[config.mk]
export PLATFORM = sky130hd
export DESIGN_NAME = motor_stall_detector_unit
export DESIGN_NICKNAME = d
export VERILOG_FILES = /design/src/hw/rtl/msd_pkg.sv /design/src/hw/rtl/motor_stall_detector_unit.sv /design/src/hw/rtl/msd_cfg.sv /design/src/hw/rtl/msd_div.sv
export SDC_FILE = /design/constraint.sdc
export NUM_CORES = 1
export LEC_CHECK = 0
export BUFFER_PORTS_ARGS = -buffer_cell sky130_fd_sc_hd__buf_2
export CAP_MARGIN = 20
export CORE_MARGIN = 2
export CORE_UTILIZATION = 60
export CTS_BUF_LIST = sky130_fd_sc_hd__clkbuf_8
export DETAILED_ROUTE_END_ITERATION = 10
export PLACE_DENSITY = 0.8
export SYNTH_ARGS = -nofsm -noshare
export SYNTH_HDL_FRONTEND = slang
export SYNTH_SLANG_ARGS = --single-unit
export TNS_END_PERCENT = 5
[constraint.sdc]
create_clock -name clk -period 3.7 [get_ports clk]
set_clock_uncertainty 0.05 [all_clocks]
set_input_delay 0.37 -clock clk [delete_from_list [all_inputs] [get_ports clk]]
set_output_delay 0.37 -clock clk [all_outputs]
set_load 0.02 [all_outputs]
[src/hw/rtl/msd_pkg.sv]
// msd_pkg: shared types and constants for the motor stall detector
// used by msd_cfg, msd_div and motor_stall_detector_unit
`timescale 1ns / 1ps

package msd_pkg;

  // configuration register widths and reset values
  localparam int LEARN_W = 10;
  localparam int RUN_W   = 8;
  localparam int LDIV_W  = 8;
  localparam int CFG_W   = 10;
  localparam int CFG_IDX_W = 2;

  localparam logic [LEARN_W-1:0] LEARN_RESET = 10'd100;
  localparam logic [RUN_W-1:0]   TRIG_RESET  = 8'd3;
  localparam logic [LDIV_W-1:0]  LDIV_RESET  = 8'd2;

  // register indexes
  localparam logic [CFG_IDX_W-1:0] REG_LEARN_SAMPLES = 2'd0;
  localparam logic [CFG_IDX_W-1:0] REG_TRIGGER_RUN   = 2'd1;
  localparam logic [CFG_IDX_W-1:0] REG_LINE_DIVISOR  = 2'd2;

  // offset added to the scaled average to form the stall line
  localparam int LINE_OFFSET = 5;

  // saturation value of the low-sample run counter
  localparam logic [RUN_W-1:0] RUN_MAX = 8'd255;

  typedef enum logic [2:0] {
    S_IDLE,
    S_AVG_GO,
    S_AVG_WAIT,
    S_LINE_GO,
    S_LINE_WAIT,
    S_FINISH
  } msd_state_t;

endpackage

[src/hw/rtl/motor_stall_detector_unit.sv]
// motor_stall_detector_unit: top level of the motor stall detector
// depends on msd_pkg, msd_cfg and msd_div
`timescale 1ns / 1ps

// usage
// - input channel: in_valid / in_stall carry load_sample and restart; a
//   transfer happens when in_valid is high and in_stall is low
// - output channel: out_valid / out_stall carry stall_res, learning and
//   stall_level, one result per input transfer, in order
// - configuration: cfg_wr_en writes cfg_data into the register named by
//   cfg_index (0 learn_samples, 1 trigger_run, 2 line_divisor); write only
//   while the block is idle
// - a learning sample runs the shared serial divider twice: sum / count
//   takes SAMPLE_BITS + clog2(MAX_LEARN+1) steps, average / line_divisor
//   takes SAMPLE_BITS steps; the sequencer passes through the states
//   AVG_GO, AVG_WAIT, LINE_GO, LINE_WAIT and FINISH
// - restart and detection samples need no division and go straight to FINISH
// - in_stall stays high from the transfer until the result is loaded into
//   the output register; the next sample is taken while that result waits
// - when the receiver stalls, the result holds in the output register and
//   a following result waits in the finish state until the register frees
// - reset clears the learned sum, count, run counter and stall line and
//   loads the register defaults (100, 3, 2)

module motor_stall_detector_unit
  import msd_pkg::*;
#(
  parameter int SAMPLE_BITS = 10,
  parameter int MAX_LEARN   = 1024
) (
  input  logic                   clk,
  input  logic                   rst,
  // configuration write port
  input  logic                   cfg_wr_en,
  input  logic [CFG_IDX_W-1:0]   cfg_index,
  input  logic [CFG_W-1:0]       cfg_data,
  // input channel
  input  logic                   in_valid,
  output logic                   in_stall,
  input  logic [SAMPLE_BITS-1:0] load_sample,
  input  logic                   restart,
  // output channel
  output logic                   out_valid,
  input  logic                   out_stall,
  output logic                   stall_res,
  output logic                   learning,
  output logic [SAMPLE_BITS:0]   stall_level
);

  localparam int COUNT_W = $clog2(MAX_LEARN + 1);
  localparam int SUM_W   = SAMPLE_BITS + COUNT_W;
  localparam int TH_W    = SAMPLE_BITS + 1;
  localparam int DIV_W   = (COUNT_W > LDIV_W) ? COUNT_W : LDIV_W;
  localparam int CMP_W   = (COUNT_W > LEARN_W) ? COUNT_W : LEARN_W;
  localparam int STEP_W  = $clog2(SUM_W + 1);
  localparam int PAD_W   = SUM_W - SAMPLE_BITS;

  // configuration registers
  logic [LEARN_W-1:0] learn_samples;
  logic [RUN_W-1:0]   trigger_run;
  logic [LDIV_W-1:0]  line_divisor;

  msd_cfg u_cfg (
    .clk           (clk),
    .rst           (rst),
    .cfg_wr_en     (cfg_wr_en),
    .cfg_index     (cfg_index),
    .cfg_data      (cfg_data),
    .learn_samples (learn_samples),
    .trigger_run   (trigger_run),
    .line_divisor  (line_divisor)
  );

  // detector state
  logic [SUM_W-1:0]       sample_sum;
  logic [COUNT_W-1:0]     sample_count;
  logic [RUN_W-1:0]       low_run;
  logic [TH_W-1:0]        threshold;
  logic [SAMPLE_BITS-1:0] avg;
  logic                   res_stall;
  logic                   res_learn;

  msd_state_t state, state_next;

  // shared divider hookup
  logic              div_start;
  logic [STEP_W-1:0] div_steps;
  logic [SUM_W-1:0]  div_dividend;
  logic [DIV_W-1:0]  div_divisor;
  logic [SUM_W-1:0]  div_quotient;
  logic              div_done;

  msd_div #(
    .DVD_W  (SUM_W),
    .DVS_W  (DIV_W),
    .STEP_W (STEP_W)
  ) u_div (
    .clk      (clk),
    .rst      (rst),
    .start    (div_start),
    .steps    (div_steps),
    .dividend (div_dividend),
    .divisor  (div_divisor),
    .quotient (div_quotient),
    .done     (div_done)
  );

  logic              in_xfer;
  logic              out_free;
  logic              learn_ok;
  logic              is_low;
  logic [LDIV_W-1:0] ldiv_eff;

  assign in_stall = (state != S_IDLE);
  assign in_xfer  = in_valid && (state == S_IDLE);
  assign out_free = !out_valid || !out_stall;

  // still learning while the count is within learn_samples and the hard cap
  assign learn_ok = (CMP_W'(sample_count) <= CMP_W'(learn_samples)) &&
                    (sample_count < COUNT_W'(MAX_LEARN));
  assign is_low   = ({1'b0, load_sample} <= threshold);
  // a zero divisor acts as one
  assign ldiv_eff = (line_divisor == '0) ? LDIV_W'(1) : line_divisor;

  always_ff @(posedge clk) begin
    if (rst) begin
      state <= S_IDLE;
    end else begin
      state <= state_next;
    end
  end

  // sequencer: next state and divider controls
  always_comb begin
    state_next   = state;
    div_start    = 1'b0;
    div_steps    = STEP_W'(SUM_W);
    div_dividend = sample_sum;
    div_divisor  = DIV_W'(sample_count);
    case (state)
      S_IDLE: begin
        if (in_valid) begin
          if (!restart && learn_ok) begin
            state_next = S_AVG_GO;
          end else begin
            state_next = S_FINISH;
          end
        end
      end
      S_AVG_GO: begin
        // average = sum / count, full dividend width
        div_start  = 1'b1;
        state_next = S_AVG_WAIT;
      end
      S_AVG_WAIT: begin
        if (div_done) begin
          state_next = S_LINE_GO;
        end
      end
      S_LINE_GO: begin
        // average sits in the top bits, so only SAMPLE_BITS steps are needed
        div_start    = 1'b1;
        div_steps    = STEP_W'(SAMPLE_BITS);
        div_dividend = {avg, {PAD_W{1'b0}}};
        div_divisor  = DIV_W'(ldiv_eff);
        state_next   = S_LINE_WAIT;
      end
      S_LINE_WAIT: begin
        if (div_done) begin
          state_next = S_FINISH;
        end
      end
      S_FINISH: begin
        if (out_free) begin
          state_next = S_IDLE;
        end
      end
      default: begin
        state_next = S_IDLE;
      end
    endcase
  end

  // learned state, run counter and stall line
  always_ff @(posedge clk) begin
    if (rst) begin
      sample_sum   <= '0;
      sample_count <= '0;
      low_run      <= '0;
      threshold    <= '0;
    end else begin
      if (in_xfer) begin
        if (restart) begin
          sample_sum   <= '0;
          sample_count <= '0;
          low_run      <= '0;
          threshold    <= '0;
        end else if (learn_ok) begin
          sample_sum   <= sample_sum + SUM_W'(load_sample);
          sample_count <= sample_count + COUNT_W'(1);
        end else if (is_low) begin
          if (low_run != RUN_MAX) begin
            low_run <= low_run + RUN_W'(1);
          end
        end else begin
          low_run <= '0;
        end
      end
      if ((state == S_LINE_WAIT) && div_done) begin
        threshold <= {1'b0, div_quotient[SAMPLE_BITS-1:0]} + TH_W'(LINE_OFFSET);
      end
    end
  end

  // per-item result flags and the intermediate average
  always_ff @(posedge clk) begin
    if (in_xfer) begin
      res_learn <= !restart && learn_ok;
      // stall only when the run steps onto trigger_run, never past saturation
      res_stall <= !restart && !learn_ok && is_low && (low_run != RUN_MAX) &&
                   ((low_run + RUN_W'(1)) == trigger_run);
    end
    if ((state == S_AVG_WAIT) && div_done) begin
      avg <= div_quotient[SAMPLE_BITS-1:0];
    end
  end

  // output register
  always_ff @(posedge clk) begin
    if (rst) begin
      out_valid <= 1'b0;
    end else if ((state == S_FINISH) && out_free) begin
      out_valid <= 1'b1;
    end else if (out_valid && !out_stall) begin
      out_valid <= 1'b0;
    end
  end

  always_ff @(posedge clk) begin
    if ((state == S_FINISH) && out_free) begin
      stall_res   <= res_stall;
      learning    <= res_learn;
      stall_level <= threshold;
    end
  end

endmodule

[src/hw/rtl/msd_cfg.sv]
// msd_cfg: configuration registers of the stall detector
// depends on msd_pkg for widths, indexes and reset values
`timescale 1ns / 1ps

module msd_cfg
  import msd_pkg::*;
(
  input  logic                 clk,
  input  logic                 rst,
  input  logic                 cfg_wr_en,
  input  logic [CFG_IDX_W-1:0] cfg_index,
  input  logic [CFG_W-1:0]     cfg_data,
  output logic [LEARN_W-1:0]   learn_samples,
  output logic [RUN_W-1:0]     trigger_run,
  output logic [LDIV_W-1:0]    line_divisor
);

  always_ff @(posedge clk) begin
    if (rst) begin
      learn_samples <= LEARN_RESET;
      trigger_run   <= TRIG_RESET;
      line_divisor  <= LDIV_RESET;
    end else if (cfg_wr_en) begin
      case (cfg_index)
        REG_LEARN_SAMPLES: learn_samples <= cfg_data[LEARN_W-1:0];
        REG_TRIGGER_RUN:   trigger_run   <= cfg_data[RUN_W-1:0];
        REG_LINE_DIVISOR:  line_divisor  <= cfg_data[LDIV_W-1:0];
        default: ;
      endcase
    end
  end

endmodule

[src/hw/rtl/msd_div.sv]
// msd_div: shared restoring divider, one quotient bit per cycle
// depends on msd_pkg only by convention; sized by its parameters
`timescale 1ns / 1ps

module msd_div
  import msd_pkg::*;
#(
  parameter int DVD_W  = 21,
  parameter int DVS_W  = 11,
  parameter int STEP_W = 5
) (
  input  logic              clk,
  input  logic              rst,
  input  logic              start,
  input  logic [STEP_W-1:0] steps,
  input  logic [DVD_W-1:0]  dividend,
  input  logic [DVS_W-1:0]  divisor,
  output logic [DVD_W-1:0]  quotient,
  output logic              done
);

  logic [DVD_W-1:0]  dvd;
  logic [DVS_W-1:0]  rem;
  logic [DVD_W-1:0]  quo;
  logic [DVS_W-1:0]  dvs;
  logic [STEP_W-1:0] cnt;
  logic              busy;

  logic [DVS_W:0] rem_sh;
  logic [DVS_W:0] rem_sub;
  logic           fits;

  // trial subtract of the divisor from the shifted partial remainder
  always_comb begin
    rem_sh  = {rem, dvd[DVD_W-1]};
    fits    = (rem_sh >= {1'b0, dvs});
    rem_sub = rem_sh - {1'b0, dvs};
  end

  always_ff @(posedge clk) begin
    if (rst) begin
      busy <= 1'b0;
      done <= 1'b0;
      cnt  <= '0;
    end else begin
      done <= 1'b0;
      if (start) begin
        busy <= 1'b1;
        cnt  <= steps;
      end else if (busy) begin
        cnt <= cnt - STEP_W'(1);
        if (cnt == STEP_W'(1)) begin
          busy <= 1'b0;
          done <= 1'b1;
        end
      end
    end
  end

  always_ff @(posedge clk) begin
    if (start) begin
      dvd <= dividend;
      dvs <= divisor;
      rem <= '0;
      quo <= '0;
    end else if (busy) begin
      dvd <= {dvd[DVD_W-2:0], 1'b0};
      rem <= fits ? rem_sub[DVS_W-1:0] : rem_sh[DVS_W-1:0];
      quo <= {quo[DVD_W-2:0], fits};
    end
  end

  assign quotient = quo;

endmodule
==> results of run 1 <==
==> cell families after synthesis <==
group,Yosys count
flip-flops,166
XOR/XNOR,42
adder cells (fa/ha/maj),48
AO/OA/AOI/OAI,186
AND/OR/NAND/NOR,302
multiplexers,51
buffers and inverters,93
==> cell type report <==
class                      count  area [um2]
clock inverter                13         105
sequential                   166        3890
fill                        1122        4560
multi-input combinational    629        4190
timing repair buffer          58         330
inverter                      56         210
clock buffer                  19         262
tap                          180         225
==> metrics by stage <==
stage | worst slack [ns] | area (um2) | hold slack [ns] | power, W | utilization (%)
finish | 0.938 | 9220 | 0.0950 | 0.00444 | 66.9
global route | 0.734 | 9220 | 0.111 | 0.00465 | 66.9
CTS | 0.934 | 9220 | 0.0779 | 0.00444 | 66.9
detailed placement | 0.938 | 8850 | 0.377 | 0.00323 | 64.3
global placement | 1.05 | 8850 | 0.395 | 0.00320 | 64.3
floorplan | 1.18 | 8430 | 0.350 | 0.00297 | -
==> metal layers <==
metal,track usage [%],part of all wire [%],vias up,wire [um]
met1,35.4,47,3087,8480
met3,4.09,4.6,29,836
met4,9.84,2.0,0,352
met2,39.7,46,156,8370
met5,0,0,-,0
li1,-,-,3262,-
==> sequential cells by signal (all words and copies together), names as in the netlist, 11 cells and up <==
register      flops
u_div.dvs        11
u_div.rem        11
u_div.dvd        21
sample_sum       21
stall_level      11
sample_count     11
threshold        11
==> critical path, stage by stage (launching register included) <==
cell	delay, ns
dfxtp_1	0.47
ha_1	0.32
a21oi_1	0.15
a21boi_0	0.14
nor4_1	0.53
o31ai_2	0.27
buf_4	0.27
or3_1	0.35
a21oi_1	0.15
==> cell usage in the layout, fill, tap and decap left out, types with 7 or more instances in the layout <==
cell type | Yosys | routed
edfxtp_1 | 57 | 57
and3_1 | 8 | 8
a22oi_1 | 9 | 9
o21ai_0 | 46 | 45
buf_4 | 0 | 16
nand4_1 | 9 | 9
nor2_1 | 62 | 62
nand2b_1 | 9 | 9
mux2_2 | 9 | 9
clkbuf_8 | 0 | 19
o31ai_1 | 9 | 8
nor2b_1 | 7 | 7
nor3_1 | 20 | 20
buf_2 | 3 | 42
nand3_1 | 21 | 21
inv_1 | 56 | 64
or3_1 | 12 | 12
nand3b_1 | 14 | 14
dfxtp_1 | 109 | 109
nand2_1 | 97 | 97
xor2_1 | 9 | 9
ha_1 | 46 | 46
xnor2_1 | 33 | 33
a21oi_1 | 67 | 67
nor4_1 | 13 | 13
mux2i_1 | 42 | 42
==> power breakdown <==
part | switching [W] | internal, W | total [W]
Combinational | 0.000600 | 0.000445 | 0.00105
Sequential | 0.000112 | 0.00204 | 0.00215
Clock | 0.000624 | 0.000612 | 0.00124
Total | 0.00134 | 0.00310 | 0.00444
==> final timing paths <==
kind,depth (start not counted),end,start
setup / recovery,8,sample_sum[7],sample_count[5]
hold / removal,3,u_cfg.learn_samples[8],cfg_data[8]
setup reg to reg,8,sample_sum[7],sample_count[5]
hold reg to reg,2,u_cfg.learn_samples[7],u_cfg.learn_samples[7]
==> impl_metrics.env, run 1 <==
export IMPL_routedWlPerCell_um=16.1
export IMPL_grt_max_degree=55
export IMPL_cts_setup_buffers=0
export IMPL_grt_pass1_vias=6094
export IMPL_drc=0
export IMPL_worstPathRequired_ns=4.04
export IMPL_final_cells=1121
export IMPL_synth_xor_area_share_pct=4.37
export IMPL_cts_made_buffers=17
export IMPL_finalSetupViolations=0
export IMPL_cts_tree="yes"
export IMPL_status="completed"
export IMPL_ant_nets=0
export IMPL_critical_path_peak_fanout=18
export IMPL_ys_async_sr_fraction_pct=0
export IMPL_period_needed_ns=2.76
export IMPL_firstDrtPassIters=7
export IMPL_first_iter_violations=438
export IMPL_synthAdderAreaFrac_pct=7.31
export IMPL_grt_use_total_pct=25.3
export IMPL_via_count=6534
export IMPL_io_buffers=42
export IMPL_synth_top_cell_area_share_pct=25.9
export IMPL_tns_ns=0
export IMPL_yosys_area_share_simple_pct=17.9
export IMPL_p_leak_nw=3.68
export IMPL_grt_pass1_wl_um=29600
export IMPL_rsz0062_at_grt="false"
export IMPL_drv_cap=0
export IMPL_start_util_pct=61.2
export IMPL_wl_um=18000
export IMPL_critPathArrivalTime_ns=3.10
export IMPL_max_slew_margin_rel_pct=38.4
export IMPL_synth_compound_area_share_pct=13.8
export IMPL_synthesis_area_mm2=0.00843
export IMPL_via_per_inst=5.83
export IMPL_slew_viol_final=0
export IMPL_dp_cells=1089
export IMPL_htree_levels=4
export IMPL_drive_gt1_share_pct=11.2
export IMPL_fmax_ghz=0.362
export IMPL_synthFlopType="dfxtp_1"
export IMPL_io_pins=43
export IMPL_yosysTopAreaCell="dfxtp_1"
export IMPL_synth_top_family_by_area="simple AND/OR/NAND/NOR gates"
export IMPL_ys_ff_latch=166
export IMPL_synth_area_mux_share_pct=6.19
export IMPL_hold_violations=0
export IMPL_synth_area_leaders="dfxtp_1 26%, edfxtp_1 20%, ha_1 6.8%, mux2i_1 5.0%, nand2_1 4.3%"
export IMPL_synth_seq_area_share_pct=46.2
export IMPL_clockBufferDepth=2
export IMPL_insertion_delay_ns=0.46
export IMPL_place_gp_congestion=0.893
export IMPL_cts_resized=0
export IMPL_die_y_um=123
export IMPL_p_per_area_mw_per_mm2=481
export IMPL_syn_to_final_growth_pct=9.39
export IMPL_clk_pin_slew_ns=0.08
export IMPL_finalCritPeriodShare_pct=74.7
export IMPL_avgSynthCellArea_um2=9.49
export IMPL_yosysWarnings=0
export IMPL_yosys_top_cells_count="109 x dfxtp_1, 97 x nand2_1, 67 x a21oi_1"
export IMPL_start_kind="flop"
export IMPL_grt_overflow=0
export IMPL_clock_root_buffer="clkbuf_8"
export IMPL_rows=43
export IMPL_worstSetupPathType="reg -> reg"
export IMPL_rrSetupSlack_ns=0.94
export IMPL_core_area_mm2=0.0138
export IMPL_dieArea_mm2=0.0150
export IMPL_die_w_um=123
export IMPL_irDropWorstVdd_v=0.000251
export IMPL_ys_types=65
export IMPL_synth_most_common_cell="dfxtp_1"
export IMPL_finalNetCount=1004
export IMPL_min_path_type="in -> reg"
export IMPL_synth_edff_count=57
export IMPL_synth_nets=964
export IMPL_antenna_found_initial=0
export IMPL_end_kind="flop"
export IMPL_place_hpwl_um=12800
export IMPL_ctsHoldBuffers=0
export IMPL_tightest_slew_ns=0.924
export IMPL_clkSinkCount=166
export IMPL_diodes=0
export IMPL_syn_inst=888
(Power assumes the default switching activity.)
==> inputs of run 2 (changes only) <==
- clock period: 3.7 -> 2.72 ns (I/O delays scaled with it)
==> run 2 against run 1 <==
  * Via count grew 2.3%
  * First-iteration DRC count grew 25%
  * Final cell count grew 1.7%
  * Hold slack lost 0.069 ns
  * Clock power grew 60%
  * Clock-buffer cell count shrank 2
  * Sequential cell count is the same
  * Design area grew 3.1%
  * Combinational power grew 47%
  * Utilization grew 2.1 points
  * Register-to-register slack lost 0.88 ns
  * Highest routed layer unchanged
==> impl_metrics.env, run 2 (synthesis results as in run 1) <==
export IMPL_rsz0062_at_grt="true"
export IMPL_worst_path_most_repeated_cell="a21oi_1"
export IMPL_die_w_um=123
export IMPL_core_area_mm2=0.0138
export IMPL_most_common_layout_cells="103 x dfxtp_1, 97 x nand2_1, 66 x a21oi_1"
export IMPL_dieArea_mm2=0.0150
export IMPL_met1_length_um=8550
export IMPL_critPathBufInv=1
export IMPL_multi_input_area_mm2=0.00423
export IMPL_rows=43
export IMPL_worstSetupPathType="reg -> reg"
export IMPL_place_hpwl_um=13100
export IMPL_clock_root_buffer="clkbuf_8"
export IMPL_die_y_um=123
export IMPL_final_common_cell="dfxtp_1"
export IMPL_grt_max_degree=47
export IMPL_via_per_inst=5.86
export IMPL_clkPwrFrac_pct=31.0
export IMPL_htree_levels=4
export IMPL_p_seq_share_pct=45.2
export IMPL_worst_hold_slack_ns=0.0258
export IMPL_status="completed"
export IMPL_critical_path_peak_fanout=7
export IMPL_critPathArrivalTime_ns=3.01
export IMPL_max_slew_margin_rel_pct=49.2
export IMPL_drc=0
export IMPL_clk_pin_slew_ns=0.09
export IMPL_irDropWorstVdd_v=0.000306
export IMPL_grt_pass1_wl_um=30400
export IMPL_met3_length_um=979
export IMPL_clockBufferDepth=2
export IMPL_period_needed_ns=2.66
export IMPL_via_count=6684
export IMPL_top_regs="sample_sum x21, u_div.dvd x21"
export IMPL_tightest_slew_ns=0.762
export IMPL_fin_total_pwr_w=0.00644
export IMPL_fmax_ghz=0.376
export IMPL_wl_um=18600
export IMPL_io_pins=43
export IMPL_hold_violations=0
export IMPL_finalCritPeriodShare_pct=97.8
export IMPL_end_kind="flop"
export IMPL_met2_length_um=8780
export IMPL_p_sw_share_pct=29.4
export IMPL_grt_pass1_vias=6327
export IMPL_worstPathRequired_ns=3.07
export IMPL_drive_gt1_share_pct=14.7
export IMPL_firstDrtPassIters=6
export IMPL_switching_power_w=0.00190
export IMPL_crit_slowest_cell="or4_1"
export IMPL_io_buffers=42
export IMPL_internal_power_w=0.00455
export IMPL_routedWlPerCell_um=16.4
export IMPL_clkSinkCount=166
export IMPL_top_layer="met4"
export IMPL_syn_to_final_growth_pct=12.8
export IMPL_cts_made_buffers=17
export IMPL_drv_cap=0
export IMPL_insertion_delay_ns=0.46
export IMPL_combPwrFrac_pct=23.9
export IMPL_ant_nets=0
export IMPL_place_gp_congestion=0.851
export IMPL_grt_use_total_pct=26.0
export IMPL_grt_overflow=0
export IMPL_seqCellArea_mm2=0.00390
export IMPL_cpPeakStageDelay_ns=0.59
export IMPL_cts_tree="yes"
export IMPL_finalSetupViolations=0
export IMPL_ctsHoldBuffers=0
export IMPL_min_path_type="in -> reg"
export IMPL_fin_util_pct=69.0
export IMPL_antenna_found_initial=0
export IMPL_slew_viol_final=0
export IMPL_start_util_pct=61.2
export IMPL_p_per_area_mw_per_mm2=678
export IMPL_first_iter_violations=549
export IMPL_p_leak_nw=3.79
export IMPL_cp_cell_sequence="inv_1, ha_1, nand4_1, a21oi_1, or4_4, a21oi_4, o211ai_1, or4_1, a21oi_1"
export IMPL_finalNetCount=1023
export IMPL_crit_family="simple AND/OR/NAND/NOR gates"
export IMPL_start_kind="flop"
export IMPL_nFillCells=1074
export IMPL_diodes=0
==> run 2: per-layer routing <==
| layer | global-route usage [%] | up-vias |
|---|---|---|
| li1 | - | 3295 |
| met1 | 35.6 | 3175 |
| met2 | 41.4 | 190 |
| met3 | 4.18 | 24 |
| met4 | 10.1 | 0 |
| met5 | 0 | - |
==> run 2: power groups by stage <==
stage	registers [W]	clock network (W)	logic, W
after CTS	0.00291	0.00202	0.00148
after global placement	0.00296	0	0.00144
after detailed placement	0.00296	0	0.00147
final	0.00291	0.00199	0.00154
after global routing	0.00293	0.00210	0.00171
after floorplan	0.00293	0	0.00110
==> run 2: final timing paths <==
| kind | from | to | slack (ns) | cells after the start |
|---|---|---|---|---|
| max | u_cfg.learn_samples[5] | sample_sum[19] | 0.06 | 9 |
| min reg2reg | u_cfg.learn_samples[9] | u_cfg.learn_samples[9] | 0.41 | 2 |
| max reg2reg | u_cfg.learn_samples[5] | sample_sum[19] | 0.06 | 9 |
| min | cfg_data[1] | u_cfg.line_divisor[1] | 0.03 | 3 |
==> run 2: final cells by class <==
cell class,instances,share of cell area (%)
clock buffer,17,2.46
inverter,56,2.21
timing repair buffer,77,5.11
multi-input combinational,629,44.5
sequential,166,41.1
tap,180,2.37
clock inverter,15,2.21
==> run 2: timing repair <==
| action | 4_1_cts | 5_1_grt |
|---|---|---|
| setup buffers | 1 | 3 |
| gates cloned | 0 | 0 |
| endpoints found under the setup margin | 2 | 18 |
| pin swaps | 1 | 8 |
| resized for setup | 1 | 15 |
==> run 2: worst register-to-register path, cell delays in order, from the launching register on <==
cell      delay, ns
dfxtp_1        0.33
inv_1          0.05
ha_1           0.31
nand4_1        0.14
a21oi_1        0.07
or4_4          0.51
a21oi_4        0.20
o211ai_1       0.20
or4_1          0.59
a21oi_1        0.14
==> run 2: metrics by stage <==
step	setup TNS [ns]	worst slack [ns]	cell area, um2	instances
after detailed placement	0	0.00822	8970	1104
after global routing	-0.320	-0.0682	9500	1140
after CTS	0	0.0276	9430	1137
after floorplan	0	0.205	8430	888
after global placement	0	0.102	8970	1104
final	0	0.0600	9500	1140
